File: src/rtl/core/isa_pkg.sv
// shared types and constants for the insertion shift array
// operation and status codes, register addresses and reset values, build defaults, per-cell control struct
// no dependencies
package isa_pkg;

  // default build parameters
  localparam int DEPTH_DEF       = 16;
  localparam int VALUE_WIDTH_DEF = 32;

  // configuration register addresses (byte addresses)
  localparam logic [2:0] ADDR_CAPACITY    = 3'd0;
  localparam logic [2:0] ADDR_START_INDEX = 3'd4;

  // register reset values
  localparam logic [4:0]  CAPACITY_RST    = 5'd16;
  localparam logic [15:0] START_INDEX_RST = 16'd0;

  typedef enum logic [1:0] {
    OP_READ    = 2'd0,
    OP_APPEND  = 2'd1,
    OP_PREPEND = 2'd2,
    OP_INSERT  = 2'd3
  } op_t;

  typedef enum logic [1:0] {
    ST_OK    = 2'd0,
    ST_FULL  = 2'd1,
    ST_RANGE = 2'd2
  } status_t;

  // control handed to one cell of the row
  typedef struct packed {
    logic shift;   // take the left neighbor's value
    logic load;    // take the new value
    logic rd_sel;  // drive own value onto the read bus
  } cell_ctl_t;

endpackage

File: src/rtl/core/isa_cell.sv
// one slot of the shift row: holds a value, shifts from its left neighbor
// or loads the new value, and gates its value onto the read bus
// depends on isa_pkg
module isa_cell import isa_pkg::*; #(
  parameter int VALUE_WIDTH = VALUE_WIDTH_DEF
) (
  input  logic                   clk,
  input  logic                   rst_n,
  input  cell_ctl_t              ctl,
  input  logic [VALUE_WIDTH-1:0] shift_in,
  input  logic [VALUE_WIDTH-1:0] load_value,
  output logic [VALUE_WIDTH-1:0] slot_out,
  output logic [VALUE_WIDTH-1:0] read_out
);

  logic [VALUE_WIDTH-1:0] slot_r;
  logic [VALUE_WIDTH-1:0] slot_nxt;

  // load wins over shift; otherwise hold
  always_comb begin
    slot_nxt = slot_r;
    if (ctl.load) begin
      slot_nxt = load_value;
    end else if (ctl.shift) begin
      slot_nxt = shift_in;
    end
  end

  always_ff @(posedge clk) begin
    if (!rst_n) begin
      slot_r <= '0;
    end else begin
      slot_r <= slot_nxt;
    end
  end

  assign slot_out = slot_r;
  assign read_out = ctl.rd_sel ? slot_r : '0;

endmodule

File: src/rtl/core/insertion_shift_array.sv
// insertion shift array: bounded array list with logical indexing
// top level with request decode, count/base registers, apb registers, cell row
// depends on isa_pkg and isa_cell
//
// Usage:
//   Input channel (in_valid/in_stall) carries one request per transaction:
//   operation, index and value. Result channel (out_valid/out_stall) carries
//   one result per request: read_value, status, element_count, first_index.
//   A request is decoded and applied to the row of cells in the cycle it is
//   accepted; its result sits in the output register from the next cycle on,
//   and throughput is one request per cycle while no result stalls. The
//   rate is set by the parallel shift of the cell row, which moves every
//   slot at once. When the receiver stalls a waiting result, in_stall rises
//   and no further request is taken until the result is accepted.
//   Reset (rst_n low, synchronous) clears every slot, the element count and
//   the output valid, and loads capacity 16 and start index 0.
//   Registers via the apb port: capacity at 0, start_index at 4; a write of
//   start_index also loads the logical index of slot zero. Write registers
//   only while no request is in flight.
module insertion_shift_array import isa_pkg::*; #(
  parameter int DEPTH       = DEPTH_DEF,
  parameter int VALUE_WIDTH = VALUE_WIDTH_DEF
) (
  input  logic        clk,
  input  logic        rst_n,
  // request channel
  input  logic        in_valid,
  output logic        in_stall,
  input  logic [1:0]  in_operation,
  input  logic [31:0] in_index,
  input  logic [31:0] in_value,
  // result channel
  output logic        out_valid,
  input  logic        out_stall,
  output logic [31:0] out_read_value,
  output logic [1:0]  out_status,
  output logic [4:0]  out_element_count,
  output logic [31:0] out_first_index,
  // register port
  input  logic        psel,
  input  logic        penable,
  input  logic        pwrite,
  input  logic [2:0]  paddr,
  input  logic [31:0] pwdata,
  output logic [31:0] prdata,
  output logic        pready
);

  localparam int CW = $clog2(DEPTH + 1);

  // registers
  logic [4:0]             capacity_r;
  logic [15:0]            start_index_r;
  logic [CW-1:0]          count_r, count_nxt;
  logic [31:0]            base_r, base_nxt;
  logic                   out_valid_r, out_valid_nxt;
  logic [31:0]            read_value_r;
  logic [1:0]             status_r;
  logic [4:0]             element_count_r;
  logic [31:0]            first_index_r;

  // decode signals
  logic                   accept;
  logic                   cfg_wr;
  op_t                    op;
  logic [CW-1:0]          cap_eff;
  logic signed [33:0]     idx_s, base_s, diff_s;
  logic signed [33:0]     cap_end_s, cnt_end_s;
  logic                   rd_ok, ins_ok, full, wr;
  logic                   shift_op;
  logic [CW-1:0]          pos;
  logic [CW-1:0]          wr_pos;
  status_t                status;
  logic [VALUE_WIDTH-1:0] new_value;
  logic [VALUE_WIDTH-1:0] rd_or;

  logic [VALUE_WIDTH-1:0] slot_q [DEPTH];
  logic [VALUE_WIDTH-1:0] cell_rd [DEPTH];
  cell_ctl_t              ctl [DEPTH];

  assign accept    = in_valid && !in_stall;
  assign in_stall  = out_valid_r && out_stall;
  assign cfg_wr    = psel && penable && pwrite && pready;
  assign op        = op_t'(in_operation);
  assign new_value = VALUE_WIDTH'(in_value);

  // capacity above depth acts as depth
  assign cap_eff = (32'(capacity_r) > DEPTH) ? CW'(DEPTH) : CW'(capacity_r);

  // index window checks over the full signed range
  always_comb begin
    idx_s     = 34'(signed'(in_index));
    base_s    = 34'(signed'(base_r));
    diff_s    = idx_s - base_s;
    cap_end_s = base_s + signed'(34'(cap_eff));
    cnt_end_s = base_s + signed'(34'(count_r));
    rd_ok     = (idx_s >= base_s) && (idx_s < cap_end_s);
    ins_ok    = (idx_s >= base_s) && (idx_s <= cnt_end_s);
    pos       = diff_s[CW-1:0];
  end

  // status and write decision
  always_comb begin
    full     = (count_r >= cap_eff) || (count_r >= CW'(DEPTH));
    status   = ST_OK;
    wr       = 1'b0;
    shift_op = 1'b0;
    wr_pos   = count_r;
    case (op)
      OP_READ: begin
        status = rd_ok ? ST_OK : ST_RANGE;
      end
      OP_APPEND: begin
        status = full ? ST_FULL : ST_OK;
        wr     = !full;
        wr_pos = count_r;
      end
      OP_PREPEND: begin
        status   = full ? ST_FULL : ST_OK;
        wr       = !full;
        shift_op = 1'b1;
        wr_pos   = '0;
      end
      OP_INSERT: begin
        if (full) begin
          status = ST_FULL;
        end else if (!ins_ok) begin
          status = ST_RANGE;
        end else begin
          wr = 1'b1;
        end
        shift_op = 1'b1;
        wr_pos   = pos;
      end
      default: begin
        status = ST_OK;
      end
    endcase
  end

  // row of cells, each steered by its position against the write point
  for (genvar i = 0; i < DEPTH; i++) begin : g_cell
    always_comb begin
      ctl[i].load   = accept && wr && (wr_pos == CW'(i));
      ctl[i].shift  = accept && wr && shift_op && (CW'(i) > wr_pos);
      ctl[i].rd_sel = (op == OP_READ) && rd_ok && (pos == CW'(i));
    end

    if (i == 0) begin : g_head
      isa_cell #(.VALUE_WIDTH(VALUE_WIDTH)) u_cell (
        .clk        (clk),
        .rst_n      (rst_n),
        .ctl        (ctl[i]),
        .shift_in   ('0),
        .load_value (new_value),
        .slot_out   (slot_q[i]),
        .read_out   (cell_rd[i])
      );
    end else begin : g_body
      isa_cell #(.VALUE_WIDTH(VALUE_WIDTH)) u_cell (
        .clk        (clk),
        .rst_n      (rst_n),
        .ctl        (ctl[i]),
        .shift_in   (slot_q[i-1]),
        .load_value (new_value),
        .slot_out   (slot_q[i]),
        .read_out   (cell_rd[i])
      );
    end
  end

  // read bus: at most one cell drives a nonzero value
  always_comb begin
    rd_or = '0;
    for (int i = 0; i < DEPTH; i++) begin
      rd_or = rd_or | cell_rd[i];
    end
  end

  // count and base next values
  always_comb begin
    count_nxt = count_r;
    base_nxt  = base_r;
    if (accept && wr) begin
      count_nxt = count_r + CW'(1);
      if (op == OP_PREPEND) begin
        base_nxt = base_r - 32'd1;
      end
    end
    if (cfg_wr && (paddr[2] == ADDR_START_INDEX[2])) begin
      base_nxt = {{16{pwdata[15]}}, pwdata[15:0]};
    end
  end

  // output handshake
  always_comb begin
    out_valid_nxt = out_valid_r;
    if (accept) begin
      out_valid_nxt = 1'b1;
    end else if (!out_stall) begin
      out_valid_nxt = 1'b0;
    end
  end

  // control registers
  always_ff @(posedge clk) begin
    if (!rst_n) begin
      count_r       <= '0;
      base_r        <= {{16{START_INDEX_RST[15]}}, START_INDEX_RST};
      out_valid_r   <= 1'b0;
      capacity_r    <= CAPACITY_RST;
      start_index_r <= START_INDEX_RST;
    end else begin
      count_r     <= count_nxt;
      base_r      <= base_nxt;
      out_valid_r <= out_valid_nxt;
      if (cfg_wr && (paddr[2] == ADDR_CAPACITY[2])) begin
        capacity_r <= pwdata[4:0];
      end
      if (cfg_wr && (paddr[2] == ADDR_START_INDEX[2])) begin
        start_index_r <= pwdata[15:0];
      end
    end
  end

  // result payload
  always_ff @(posedge clk) begin
    if (accept) begin
      read_value_r    <= (op == OP_READ && status == ST_OK) ? 32'(rd_or) : 32'd0;
      status_r        <= status;
      element_count_r <= 5'(count_nxt);
      first_index_r   <= base_nxt;
    end
  end

  assign out_valid         = out_valid_r;
  assign out_read_value    = read_value_r;
  assign out_status        = status_r;
  assign out_element_count = element_count_r;
  assign out_first_index   = first_index_r;

  // register readback
  assign pready = 1'b1;
  assign prdata = (paddr[2] == ADDR_START_INDEX[2]) ? {16'd0, start_index_r}
                                                    : {27'd0, capacity_r};

endmodule

File: config.mk
export PLATFORM = sky130hd
export DESIGN_NAME = insertion_shift_array
export DESIGN_NICKNAME = d
export VERILOG_FILES = /design/src/rtl/core/isa_pkg.sv /design/src/rtl/core/isa_cell.sv /design/src/rtl/core/insertion_shift_array.sv
export SDC_FILE = /design/constraint.sdc
export NUM_CORES = 2
export LEC_CHECK = 0
export BUFFER_PORTS_ARGS = -buffer_cell sky130_fd_sc_hd__buf_2
export CORE_MARGIN = 3
export CORE_UTILIZATION = 25
export DETAILED_ROUTE_END_ITERATION = 6
export PLACE_DENSITY = 0.49
export SYNTH_ARGS = -nofsm -noshare
export SYNTH_HDL_FRONTEND = slang
export SYNTH_SLANG_ARGS = --single-unit
File: constraint.sdc
create_clock -name clk -period 22.5 [get_ports clk]
set_input_delay 1.125 -clock clk [delete_from_list [all_inputs] [get_ports clk]]
set_output_delay 1.125 -clock clk [all_outputs]
set_load 0.03 [all_outputs]
==> out/qor.yml <==
outcome: "finished clean"
cts_buffers: 77
post_drt_wl_per_cell_um: 28.7
htreeDepth: 3
rrSetupSlack_ps: 14240
dieWidth_um: 380
arrival_ps: 8800
finalCritPeriodShare_pct: 36.7
crit_type: "reg -> reg"
endpoint: "g_cell[4].g_body.u_cell.slot_out[20]"
cp_max_fo: 49
r2r_end: "g_cell[4].g_body.u_cell.slot_out[20]"
core-area_um2: 138000
post-route-min-period_ps: 8260
cts_tree: "done"
syn-cell-area_um2: 34900
vias_per_cell: 5.82
leakage_nw: 14.0
rr_worst_depth: 22
path_clk_slew_ps: 60
first_global_vias: 32400
synth_async_sr_flop_share_pct: 0
grt_use_total_pct: 22.6
synth.avg_cell_area_um2: 8.60
required_ps: 23040
tightest_slew_ps: 1310
drive_gt1_share_pct: 12.6
hold_viol_final: 0
layout.nets: 4260
grt_max_degree: 80
antenna_left: 0
start_kind: "register"
r2r-start: "count_r[0]"
fin_util_pct: 29.2
holdBufCountCts: 0
slew_headroom_pct: 12.6
firstDrtPassIters: 6
yosysSeqAreaShare_pct: 38.8
synth_edf_count: 71
synth_cells: 4059
max_freq_mhz: 121
yosysWarnings: 0
clk_latency_ps: 700
cts_setup_buffers: 0
endpoint_kind: "register"
antenna_found_initial: 19
setup_violations: 0
crit_start: "count_r[0]"
skew_ps: 37.5
num_rows: 136
dp_cells: 5816
start_util_pct: 25.3
io_pins: 214
hold_ws_ps: 450
synth.distinct_cells: 89
drc: 0
ctsResizeCount: 0
overflow: 0
areaGrowthSynthToFinish_pct: 15.6
drt_iter0_drc: 4089
grt_pass1_wl_um: 243000
die_h_um: 380
peakVddDrop_uv: 50.3
rsz0062_at_grt: "false"
hpwl_um: 101000
clockBufferDepth: 3
drv_cap: 0
routed_wl_um: 171000
tns_ps: 0
synth-main-ff-cell: "dfxtp_1"
globalplace.congestion: 0.879
portBuffers: 178
stdcell_count: 5965
ys_ff_latch: 642
die_area_um2: 144000
clock-sinks: 642
maxSlewViolCount: 0
cts_root_buf: "clkbuf_16"
vias: 34700
p_per_area_nw_per_um2: 75.7
hold_path.class: "reg -> reg"
stage by stage:
step | setup WS, ps | cell area (um^2) | total power, mW
after global routing | 13890 | 40300 | 3.13
after global placement | 14540 | 37800 | 1.76
after detailed placement | 14400 | 37800 | 1.76
after floorplan | 13650 | 35000 | 1.53
final | 14240 | 40400 | 3.06
after CTS | 14390 | 40300 | 3.05
flip-flops by register name, indices dropped and copies added, names as in the netlist:
register / count
base_r: 32
capacity_r: 5
count_r: 5
g_cell.g_body.u_cell.slot_out: 480
g_cell.g_head.u_cell.slot_out: 32
out_element_count: 5
out_first_index: 32
out_read_value: 32
out_status: 2
out_valid: 1
start_index_r: 16
area by class of cell:
type                            instances  area [um^2]
Fill cell                           14800        97800
Multi-Input combinational cell       2963        19900
Sequential cell                       642        13600
Tap cell                             1863         2330
Clock buffer                          112         2220
Timing Repair Buffer                  290         1740
Clock inverter                         27          348
Inverter                               58          225
Antenna cell                           10         25.0
logic make-up (layout without fill, tap and decap cells):
group / after synthesis / after routing / synth area share [%]
adders and majority gates: 120 / 120 / 4.36
DFF: 642 / 642 / 38.8
buffers and inverters: 469 / 487 / 5.74
muxes: 227 / 227 / 6.63
and+or+nand+nor: 1250 / 1250 / 15.8
xor gates and xnor gates: 92 / 92 / 2.31
AOI/OAI and AO/OA: 1257 / 1257 / 26.3
other: 2 / 27 / 0.0215
layout by cell type, fill, tap and decap left out, drive strengths merged, types with 71 or more instances in the layout:
cell	count
xnor2	89
dfxtp	571
o2bb2ai	90
o21ai	87
edfxtp	71
mux2i	211
nand3	98
nor3	85
nor2	452
a311oi	88
a211oi	162
o22ai	88
clkbuf	112
a21oi	225
a22oi	150
buf	290
nand2	427
ha	117
power by group:
group          switching, mW  leakage, nW  total [mW]  internal [mW]
Combinational          0.403         7.44       0.533          0.130
Sequential            0.0313         5.33        1.23           1.19
Clock                  0.559         1.25        1.30          0.738
worst max-delay path: stages, from the launching register on:
cell and delay [ps]:
dfxtp_1 490, ha_1 250, fa_1 220, a21o_1 120
a21oi_1 90, nor2b_1 120, o21ai_0 120, nor3_1 320
nand3_1 260, nor3_1 940, nand3_1 190, xnor2_1 180
ha_1 300, nand4_1 130, nor4_1 530, a32oi_1 250
nand2_1 130, a2bb2oi_2 460, a41o_4 650, buf_4 740
nand3_4 900, o21ai_0 510, a31oi_1 70
synthesized netlist by cell type, types with 23 or more instances:
| cell type | count | area share (%) |
|---|---|---|
| a211oi_1 | 161 | 3.5 |
| a21oi_1 | 225 | 3.2 |
| a221oi_1 | 30 | 0.75 |
| a22oi_1 | 150 | 3.2 |
| a311oi_1 | 88 | 2.2 |
| a31oi_1 | 33 | 0.59 |
| and2_1 | 23 | 0.41 |
| and3_1 | 40 | 0.72 |
| buf_1 | 49 | 0.53 |
| buf_2 | 73 | 1.0 |
| buf_4 | 29 | 0.62 |
| clkbuf_1 | 254 | 2.7 |
| dfxtp_1 | 571 | 33 |
| edfxtp_1 | 71 | 6.1 |
| ha_1 | 117 | 4.2 |
| inv_1 | 50 | 0.54 |
| mux2i_1 | 211 | 6.0 |
| nand2_1 | 426 | 4.6 |
| nand3_1 | 94 | 1.3 |
| nand4_1 | 44 | 0.79 |
| nor2_1 | 451 | 4.8 |
| nor3_1 | 81 | 1.2 |
| nor4_1 | 28 | 0.50 |
| o211a_1 | 33 | 0.95 |
| o21a_1 | 37 | 0.80 |
| o21ai_0 | 77 | 1.1 |
| o221ai_1 | 36 | 0.90 |
| o22ai_1 | 88 | 1.6 |
| o2bb2ai_1 | 90 | 2.3 |
| xnor2_1 | 89 | 2.2 |
worst min path at each step:
stage / from / end / slack, ps / cells past startpoint
2_1_floorplan: start_index_r[10] / start_index_r[10] / 430 / 2
3_3_place_gp: start_index_r[14] / start_index_r[14] / 440 / 2
3_5_place_dp: start_index_r[10] / start_index_r[10] / 440 / 2
4_1_cts: start_index_r[10] / start_index_r[10] / 450 / 2
5_1_grt: start_index_r[15] / start_index_r[15] / 470 / 2
6_report: start_index_r[14] / start_index_r[14] / 450 / 2
per-layer routing:
layer	global-route usage, %	wire length [um]
met1	30.5	72400
met3	5.66	17100
met2	34.5	73600
met4	9.09	7950
met5	0	22
Power figures use the tool's default switching activity.
